===== src/rtl/rrlrq_pkg.sv =====
// Shared constants, types and helpers for the ready queue.
`timescale 1ns / 1ps
`default_nettype none

package rrlrq_pkg;

    localparam int QUEUE_DEPTH = 128;
    localparam int WEIGHT_MAX  = 100;

    localparam int ID_W     = 7;
    localparam int WGT_W    = 7;
    localparam int TICKET_W = 14;
    localparam int STATUS_W = 2;
    localparam int QCOUNT_W = 8;
    localparam int TOTAL_W  = 14;

    localparam int IDX_W   = $clog2(QUEUE_DEPTH);
    localparam int CNT_W   = $clog2(QUEUE_DEPTH + 1);
    localparam int SUM_W   = $clog2(QUEUE_DEPTH * WEIGHT_MAX + 1);
    localparam int CMP_W   = (SUM_W > TICKET_W) ? SUM_W : TICKET_W;
    localparam int ENTRY_W = ID_W + WGT_W;

    localparam int PADDR_W = 3;
    localparam int PDATA_W = 32;

    localparam logic [STATUS_W-1:0] STATUS_OK    = 2'd0;
    localparam logic [STATUS_W-1:0] STATUS_EMPTY = 2'd1;
    localparam logic [STATUS_W-1:0] STATUS_FULL  = 2'd2;

    localparam logic ACT_ENQUEUE = 1'b0;
    localparam logic ACT_DEQUEUE = 1'b1;

    localparam logic MODE_RR      = 1'b0;
    localparam logic MODE_LOTTERY = 1'b1;

    localparam logic REG_MODE = 1'b0;

    localparam int FULL_COUNT_SAT = (QUEUE_DEPTH > 255) ? 255 : QUEUE_DEPTH;

    typedef struct packed {
        logic clear;
        logic acc;
    } scan_ctrl_t;

    function automatic logic [QCOUNT_W-1:0] sat_count(input logic [CNT_W-1:0] c);
        if (32'(c) > 32'hFF) begin
            return 8'hFF;
        end
        return QCOUNT_W'(c);
    endfunction

    function automatic logic [TOTAL_W-1:0] sat_total(input logic [SUM_W-1:0] s);
        if (32'(s) > 32'h3FFF) begin
            return 14'h3FFF;
        end
        return TOTAL_W'(s);
    endfunction

endpackage

`default_nettype wire


===== src/rtl/round_robin_lottery_ready_queue.sv =====
// Ready queue top level: sequencer, entry RAM, scan unit and config port.
//
// Usage: words enter on req_valid/req_stall and one result word per request
// leaves on rsp_valid/rsp_stall. A word is taken at a clock edge with valid
// high and stall low. req_stall is high while a request is being worked.
// The APB port holds scheduling_mode at byte address 0 (pready always high).
//
// Sequence: an enqueue or a refused request goes straight to the finish
// state, which loads its result. A dequeue walks the entries from the head
// through the single RAM read port, reading and then checking each one up
// to the pick, closes the gap by reading and writing back each later entry
// and then loads its result in the finish state. One request is in flight
// at a time; the next may be taken in the cycle after the result is loaded.
//
// The result sits in an output register; while rsp_stall is high it holds
// and the sequencer waits to load the next result, but a new request is
// still taken when the sequencer is idle.
// Reset empties the queue, clears the weight total and selects round robin;
// the entry RAM is not cleared.
`timescale 1ns / 1ps
`default_nettype none

module round_robin_lottery_ready_queue (
    input  wire logic                           clk,
    input  wire logic                           rst_n,
    input  wire logic                           psel,
    input  wire logic                           penable,
    input  wire logic                           pwrite,
    input  wire logic [rrlrq_pkg::PADDR_W-1:0]  paddr,
    input  wire logic [rrlrq_pkg::PDATA_W-1:0]  pwdata,
    output logic      [rrlrq_pkg::PDATA_W-1:0]  prdata,
    output logic                                pready,
    input  wire logic                           req_valid,
    output logic                                req_stall,
    input  wire logic                           action,
    input  wire logic [rrlrq_pkg::ID_W-1:0]     thread_id,
    input  wire logic [rrlrq_pkg::WGT_W-1:0]    weight,
    input  wire logic [rrlrq_pkg::TICKET_W-1:0] ticket,
    output logic                                rsp_valid,
    input  wire logic                           rsp_stall,
    output logic      [rrlrq_pkg::ID_W-1:0]     picked_id,
    output logic      [rrlrq_pkg::WGT_W-1:0]    picked_weight,
    output logic      [rrlrq_pkg::STATUS_W-1:0] status,
    output logic      [rrlrq_pkg::QCOUNT_W-1:0] queue_count,
    output logic      [rrlrq_pkg::TOTAL_W-1:0]  weight_total
);
    import rrlrq_pkg::*;

    typedef enum logic [2:0] {
        S_IDLE,
        S_SCAN_RD,
        S_SCAN_CHK,
        S_SHIFT_RD,
        S_SHIFT_WR,
        S_FINISH
    } state_t;

    state_t                state_reg, state_next;
    logic                  mode_reg, mode_next;
    logic [CNT_W-1:0]      count_reg, count_next;
    logic [SUM_W-1:0]      sum_reg, sum_next;
    logic [IDX_W-1:0]      idx_reg, idx_next;
    logic [TICKET_W-1:0]   ticket_reg, ticket_next;
    logic [ID_W-1:0]       pid_reg, pid_next;
    logic [WGT_W-1:0]      pw_reg, pw_next;
    logic [STATUS_W-1:0]   stat_reg, stat_next;

    logic                  rsp_valid_reg, rsp_valid_next;
    logic [ID_W-1:0]       rsp_id_reg, rsp_id_next;
    logic [WGT_W-1:0]      rsp_w_reg, rsp_w_next;
    logic [STATUS_W-1:0]   rsp_stat_reg, rsp_stat_next;
    logic [QCOUNT_W-1:0]   rsp_cnt_reg, rsp_cnt_next;
    logic [TOTAL_W-1:0]    rsp_tot_reg, rsp_tot_next;

    logic                  ram_we;
    logic [IDX_W-1:0]      ram_waddr;
    logic [ENTRY_W-1:0]    ram_wdata;
    logic [IDX_W-1:0]      ram_raddr;
    logic [ENTRY_W-1:0]    ram_rdata;

    scan_ctrl_t            scan_ctrl;
    logic                  scan_hit;

    logic [ID_W-1:0]       rd_id;
    logic [WGT_W-1:0]      rd_w;
    logic [WGT_W-1:0]      wsat;
    logic                  req_take;
    logic                  full;
    logic                  pick_now;
    logic [CNT_W-1:0]      idx_ext;
    logic                  cfg_write;

    assign rd_id    = ram_rdata[ENTRY_W-1:WGT_W];
    assign rd_w     = ram_rdata[WGT_W-1:0];
    assign wsat     = ({1'b0, weight} > 8'(WEIGHT_MAX)) ? WGT_W'(WEIGHT_MAX) : weight;
    assign req_take = req_valid && (state_reg == S_IDLE);
    assign full     = count_reg >= CNT_W'(QUEUE_DEPTH);
    assign idx_ext  = CNT_W'(idx_reg);
    assign pick_now = (mode_reg == MODE_RR) || scan_hit || (idx_ext + 1'b1 == count_reg);

    assign cfg_write = psel && penable && pwrite && pready;
    assign pready    = 1'b1;
    assign prdata    = (paddr[2] == REG_MODE) ? PDATA_W'(mode_reg) : '0;

    assign req_stall     = state_reg != S_IDLE;
    assign rsp_valid     = rsp_valid_reg;
    assign picked_id     = rsp_id_reg;
    assign picked_weight = rsp_w_reg;
    assign status        = rsp_stat_reg;
    assign queue_count   = rsp_cnt_reg;
    assign weight_total  = rsp_tot_reg;

    rrlrq_ram #(
        .WIDTH (ENTRY_W),
        .DEPTH (QUEUE_DEPTH)
    ) u_ram (
        .clk   (clk),
        .we    (ram_we),
        .waddr (ram_waddr),
        .wdata (ram_wdata),
        .raddr (ram_raddr),
        .rdata (ram_rdata)
    );

    rrlrq_scan_unit u_scan (
        .clk    (clk),
        .rst_n  (rst_n),
        .ctrl   (scan_ctrl),
        .weight (rd_w),
        .ticket (ticket_reg),
        .hit    (scan_hit)
    );

    always_comb
    begin
        state_next     = state_reg;
        mode_next      = mode_reg;
        count_next     = count_reg;
        sum_next       = sum_reg;
        idx_next       = idx_reg;
        ticket_next    = ticket_reg;
        pid_next       = pid_reg;
        pw_next        = pw_reg;
        stat_next      = stat_reg;
        rsp_valid_next = rsp_valid_reg;
        rsp_id_next    = rsp_id_reg;
        rsp_w_next     = rsp_w_reg;
        rsp_stat_next  = rsp_stat_reg;
        rsp_cnt_next   = rsp_cnt_reg;
        rsp_tot_next   = rsp_tot_reg;
        ram_we         = 1'b0;
        ram_waddr      = idx_reg;
        ram_wdata      = ram_rdata;
        ram_raddr      = idx_reg;
        scan_ctrl      = '{clear: 1'b0, acc: 1'b0};

        if (cfg_write && (paddr[2] == REG_MODE))
        begin
            mode_next = pwdata[0];
        end

        if (rsp_valid_reg && !rsp_stall)
        begin
            rsp_valid_next = 1'b0;
        end

        unique case (state_reg)
            S_IDLE:
            begin
                if (req_take)
                begin
                    pid_next    = '0;
                    pw_next     = '0;
                    ticket_next = ticket;
                    idx_next    = '0;
                    state_next  = S_FINISH;
                    if (action == ACT_ENQUEUE)
                    begin
                        if (full)
                        begin
                            stat_next = STATUS_FULL;
                        end
                        else
                        begin
                            ram_we     = 1'b1;
                            ram_waddr  = count_reg[IDX_W-1:0];
                            ram_wdata  = {thread_id, wsat};
                            count_next = count_reg + 1'b1;
                            sum_next   = sum_reg + SUM_W'(wsat);
                            stat_next  = STATUS_OK;
                        end
                    end
                    else if (count_reg == '0)
                    begin
                        stat_next = STATUS_EMPTY;
                    end
                    else
                    begin
                        stat_next       = STATUS_OK;
                        scan_ctrl.clear = 1'b1;
                        state_next      = S_SCAN_RD;
                    end
                end
            end
            S_SCAN_RD:
            begin
                state_next = S_SCAN_CHK;
            end
            S_SCAN_CHK:
            begin
                scan_ctrl.acc = 1'b1;
                if (pick_now)
                begin
                    pid_next   = rd_id;
                    pw_next    = rd_w;
                    count_next = count_reg - 1'b1;
                    sum_next   = (sum_reg >= SUM_W'(rd_w)) ? sum_reg - SUM_W'(rd_w) : '0;
                    state_next = (idx_ext < count_reg - 1'b1) ? S_SHIFT_RD : S_FINISH;
                end
                else
                begin
                    idx_next   = idx_reg + 1'b1;
                    state_next = S_SCAN_RD;
                end
            end
            S_SHIFT_RD:
            begin
                ram_raddr  = idx_reg + 1'b1;
                state_next = S_SHIFT_WR;
            end
            S_SHIFT_WR:
            begin
                ram_we     = 1'b1;
                ram_waddr  = idx_reg;
                ram_wdata  = ram_rdata;
                idx_next   = idx_reg + 1'b1;
                state_next = (idx_ext + 1'b1 < count_reg) ? S_SHIFT_RD : S_FINISH;
            end
            S_FINISH:
            begin
                if (!rsp_valid_reg || !rsp_stall)
                begin
                    rsp_valid_next = 1'b1;
                    rsp_id_next    = pid_reg;
                    rsp_w_next     = pw_reg;
                    rsp_stat_next  = stat_reg;
                    rsp_cnt_next   = sat_count(count_reg);
                    rsp_tot_next   = sat_total(sum_reg);
                    state_next     = S_IDLE;
                end
            end
            default:
            begin
                state_next = S_IDLE;
            end
        endcase
    end

    always_ff @(posedge clk or negedge rst_n)
    begin
        if (!rst_n)
        begin
            state_reg     <= S_IDLE;
            mode_reg      <= MODE_RR;
            count_reg     <= '0;
            sum_reg       <= '0;
            idx_reg       <= '0;
            ticket_reg    <= '0;
            pid_reg       <= '0;
            pw_reg        <= '0;
            stat_reg      <= STATUS_OK;
            rsp_valid_reg <= 1'b0;
            rsp_id_reg    <= '0;
            rsp_w_reg     <= '0;
            rsp_stat_reg  <= STATUS_OK;
            rsp_cnt_reg   <= '0;
            rsp_tot_reg   <= '0;
        end
        else
        begin
            state_reg     <= state_next;
            mode_reg      <= mode_next;
            count_reg     <= count_next;
            sum_reg       <= sum_next;
            idx_reg       <= idx_next;
            ticket_reg    <= ticket_next;
            pid_reg       <= pid_next;
            pw_reg        <= pw_next;
            stat_reg      <= stat_next;
            rsp_valid_reg <= rsp_valid_next;
            rsp_id_reg    <= rsp_id_next;
            rsp_w_reg     <= rsp_w_next;
            rsp_stat_reg  <= rsp_stat_next;
            rsp_cnt_reg   <= rsp_cnt_next;
            rsp_tot_reg   <= rsp_tot_next;
        end
    end

endmodule

`default_nettype wire


===== src/rtl/rrlrq_ram.sv =====
// Generic single-write, single-read RAM with registered read data.
`timescale 1ns / 1ps
`default_nettype none

module rrlrq_ram #(
    parameter int WIDTH = 8,
    parameter int DEPTH = 16
) (
    input  wire logic                     clk,
    input  wire logic                     we,
    input  wire logic [$clog2(DEPTH)-1:0] waddr,
    input  wire logic [WIDTH-1:0]         wdata,
    input  wire logic [$clog2(DEPTH)-1:0] raddr,
    output logic      [WIDTH-1:0]         rdata
);

    logic [WIDTH-1:0] mem [DEPTH];

    always_ff @(posedge clk)
    begin
        if (we)
        begin
            mem[waddr] <= wdata;
        end
        rdata <= mem[raddr];
    end

endmodule

`default_nettype wire


===== src/rtl/rrlrq_scan_unit.sv =====
// Running-weight accumulator and ticket compare shared by every scan step.
`timescale 1ns / 1ps
`default_nettype none

module rrlrq_scan_unit (
    input  wire logic                           clk,
    input  wire logic                           rst_n,
    input  wire rrlrq_pkg::scan_ctrl_t          ctrl,
    input  wire logic [rrlrq_pkg::WGT_W-1:0]    weight,
    input  wire logic [rrlrq_pkg::TICKET_W-1:0] ticket,
    output logic                                hit
);
    import rrlrq_pkg::*;

    logic [SUM_W-1:0] run_reg;
    logic [SUM_W-1:0] run_next;
    logic [SUM_W-1:0] run_sum;

    assign run_sum = run_reg + SUM_W'(weight);
    assign hit     = CMP_W'(ticket) <= CMP_W'(run_sum);

    always_comb
    begin
        run_next = run_reg;
        if (ctrl.clear)
        begin
            run_next = '0;
        end
        else if (ctrl.acc)
        begin
            run_next = run_sum;
        end
    end

    always_ff @(posedge clk or negedge rst_n)
    begin
        if (!rst_n)
        begin
            run_reg <= '0;
        end
        else
        begin
            run_reg <= run_next;
        end
    end

endmodule

`default_nettype wire


===== config.mk =====
export PLATFORM = sky130hd
export DESIGN_NAME = round_robin_lottery_ready_queue
export DESIGN_NICKNAME = d
export VERILOG_FILES = /design/src/rtl/rrlrq_pkg.sv /design/src/rtl/round_robin_lottery_ready_queue.sv /design/src/rtl/rrlrq_ram.sv /design/src/rtl/rrlrq_scan_unit.sv
export SDC_FILE = /design/constraint.sdc
export NUM_CORES = 2
export LEC_CHECK = 0
export ABC_AREA = 0
export BUFFER_PORTS_ARGS = -buffer_cell sky130_fd_sc_hd__buf_2
export CORE_MARGIN = 2
export CORE_UTILIZATION = 46
export DETAILED_ROUTE_END_ITERATION = 8
export GPL_TIMING_DRIVEN = 0
export PLACE_DENSITY = 0.59
export SLEW_MARGIN = 20
export SYNTH_ARGS = -nofsm -noshare
export SYNTH_HDL_FRONTEND = slang
export SYNTH_SLANG_ARGS = --single-unit

===== constraint.sdc =====
create_clock -name clk -period 19.75 [get_ports clk]
set_input_delay 0.9875 -clock clk [delete_from_list [all_inputs] [get_ports clk]]
set_output_delay 0.9875 -clock clk [all_outputs]
set_load 0.01 [all_outputs]

==> flow_metrics.tcl <==
set metrics [dict create \
    antenna_left 0 \
    crit_path_end_kind "flop" \
    nNetsFinal 7780 \
    clk_latency_ps 920 \
    dieWidth_um 452 \
    clock_sinks 1922 \
    reg2reg_slack_ps 12490 \
    fin_util_pct 53.3 \
    cts_resized 0 \
    cts_setup_buffers 0 \
    synth.ff_latch_count 1922 \
    synth_edf_count 1792 \
    fmax_mhz 138 \
    initial_utilization_pct 46.2 \
    drive_gt1_share_pct 16.3 \
    vias_per_cell 6.74 \
    die_area_um2 204000 \
    maxCapViolations 0 \
    die_h_um 452 \
    regMostFlops "u_ram.mem" \
    grt_pass1_wl_um 545000 \
    synth.area.top_cells "edfxtp_1, mux2i_1, nand2_1, mux4_2, dfrtp_1" \
    tritoncts "built" \
    path_clk_slew_ps 60 \
    final_max_slew_viol_count 0 \
    skew_ps 59.6 \
    num_vias 70700 \
    place_congestion 1.05 \
    largest_reg_flops 1792 \
    row_count 164 \
    layout_min_cycle_time_ps 7260 \
    clk_path_buf_depth 3 \
    async_flop_share_pct 6.04 \
    antenna_found_initial 34 \
    seq_area_frac_synth_pct 61.7 \
    ios 144 \
    n_fill_cell 16800 \
    grt_pass1_vias 68400 \
    hp-class "in2async" \
    worstSetupPathType "reg2reg" \
    p_total_mw 15.0 \
    globalRouteOverflowTotal 0 \
    synth.distinct_cells 93 \
    critical_path_arrival_ps 7940 \
    drc 0 \
    coreArea_um2 200000 \
    grt_use_total_pct 38.4 \
    final_hold_viol_count 0 \
    cts-htree-levels 4 \
    finalCritPeriodShare_pct 36.8 \
    r2r.worst_path.cells 12 \
    yosysTopAreaCell "edfxtp_1" \
    post-place-cells 10100 \
    finalSetupViolations 0 \
    synth_area_per_cell_um2 12.9 \
    clock-root-buffer "clkbuf_16" \
    synth_ff_type "edfxtp_1" \
    leakagePower_nw 34.8 \
    ctsHoldBuffers 0 \
    grt_max_degree 70 \
    synth_top_area_share_pct 58.3 \
    fin_cells 10500 \
    syn_inst 7175 \
    drt_iter0_markers 10400 \
    yosysWarnings 0 \
    vdd_drop_max_mv 0.0944 \
    dpl.hpwl_um 296000 \
    slew_headroom_pct 9.87 \
    r2r-start "idx_reg[1]" \
    status "finished, final reports clean" \
    tightestPinTransition_ps 1350 \
    cp_max_fo 10 \
    rsz0062_at_grt "false" \
    synth_area_um2 92300 \
    critPathLaunchType "flop" \
    wirelength_um 398000 \
    worstPathRequired_ps 20430 \
    cts_buffers 206 \
    r2r-end "u_ram.rdata[7]" \
    p_per_area_nw_per_um2 140 \
    wl_per_cell_um 37.9 \
    io_buffers 78 \
    area.growth.synth_to_final_pct 15.4 \
    firstDrtPassIters 6 \
]
report_power, final:
part | switching, mW | internal [mW]
Clock | 1.73 | 2.19
Combinational | 4.03 | 1.67
Sequential | 0.0920 | 5.24
Total | 5.86 | 9.10
cell type report:
type                    count  area, um2  area share, %
clock buffers             239       5310           4.98
inverters                  52        195          0.183
diodes                     14       35.0         0.0329
multi-input cells        4603      32900           30.9
well taps                2656       3320           3.12
repair buffers            239       3110           2.92
plain buffers             628       3100           2.91
flip-flops and latches   1922      57000           53.5
clock inverters           142       1520           1.42
cells in the final DEF (no fill, tap or decap), types with 40 or more instances in the layout:
| master | count |
|---|---|
| nor3_1 | 118 |
| nand4_1 | 46 |
| a31oi_1 | 62 |
| nand3_1 | 294 |
| a211oi_1 | 292 |
| nor2_1 | 101 |
| nor2b_1 | 88 |
| a2111oi_0 | 159 |
| a21oi_1 | 241 |
| inv_1 | 49 |
| a32oi_1 | 56 |
| nand2b_1 | 179 |
| and3_1 | 96 |
| mux4_2 | 138 |
| ha_1 | 54 |
| clkbuf_16 | 206 |
| mux2_2 | 72 |
| buf_6 | 90 |
| nor2_2 | 130 |
| mux2i_1 | 553 |
| buf_2 | 264 |
| edfxtp_1 | 1792 |
| a211o_1 | 40 |
| buf_16 | 51 |
| o22ai_1 | 105 |
| buf_4 | 91 |
| clkinv_1 | 57 |
| o21ai_0 | 293 |
| clkbuf_1 | 315 |
| dfrtp_1 | 116 |
| nand2_1 | 830 |
| a22oi_1 | 81 |
layer usage:
layer  wire length, um  vias to the layer above  GRT usage (%)
met5               132                        -              0
met4             27700                       20           23.1
met3             45900                     1171           11.8
met2            174000                     4726           57.4
met1            150000                    35800           49.1
li1                  -                    29000              -
logic make-up after synthesis:
kind of cell / share of synthesized area [%]
DFF: 61.7
muxes: 10.3
other: 0.00814
adders and majority gates: 0.797
AOI/OAI and AO/OA: 12.7
xor gates and xnor gates: 0.377
buffers and inverters: 3.54
and+or+nand+nor: 10.6
worst max path at each step:
stage	from	end	slack (ps)	cells after the start
finish	idx_reg[1]	u_ram.rdata[7]	12490	12
global route	idx_reg[1]	u_ram.rdata[4]	12670	11
CTS	idx_reg[1]	u_ram.rdata[4]	13010	11
detailed placement	idx_reg[1]	u_ram.rdata[4]	13060	11
global placement	req_valid	u_ram.mem[111][5]	-40	6
floorplan	req_valid	u_ram.mem[0][1]	11480	6
synthesized netlist by cell type (all sizes together), types with 25 or more instances:
library cell and n:
edfxtp 1792, nand2 838, mux2i 554, buf 327, o21ai 303, clkbuf 301
nand3 297, a211oi 292, a21oi 243, nor2 233, nand2b 179, a2111oi 171
mux4 138, nor3 127, dfrtp 116, o22ai 110, and3 96, nor2b 88
a22oi 81, mux2 73, a31oi 62, a32oi 56, ha 54, inv 50
nand4 46, a211o 40, a21o 38, a311oi 37, o31ai 36, nor4 35
o41ai 29, xnor2 29, and2 25
worst max-delay path, cell delays in order, from the launching register on:
cell and delay, ps:
dfrtp_1 460, ha_1 660, buf_4 370, buf_6 240, inv_1 260, nor2_2 840
buf_2 360, clkbuf_1 980, a2111oi_0 460, o41ai_2 420, buf_4 250, nand4_1 580
nor4_2 1110
per-stage QoR:
| stage | instance area, um2 | setup WS (ps) | setup TNS, ps | hold WS (ps) |
|---|---|---|---|---|
| after global placement | 96100 | -42.1 | -1140 | 459 |
| final | 107000 | 12490 | 0 | 84.2 |
| after CTS | 106000 | 13010 | 0 | 80.8 |
| after detailed placement | 99600 | 13060 | 0 | 466 |
| after floorplan | 92400 | 11480 | 0 | 445 |
| after global routing | 106000 | 12670 | 0 | 116 |
Power figures use the tool's default switching activity.
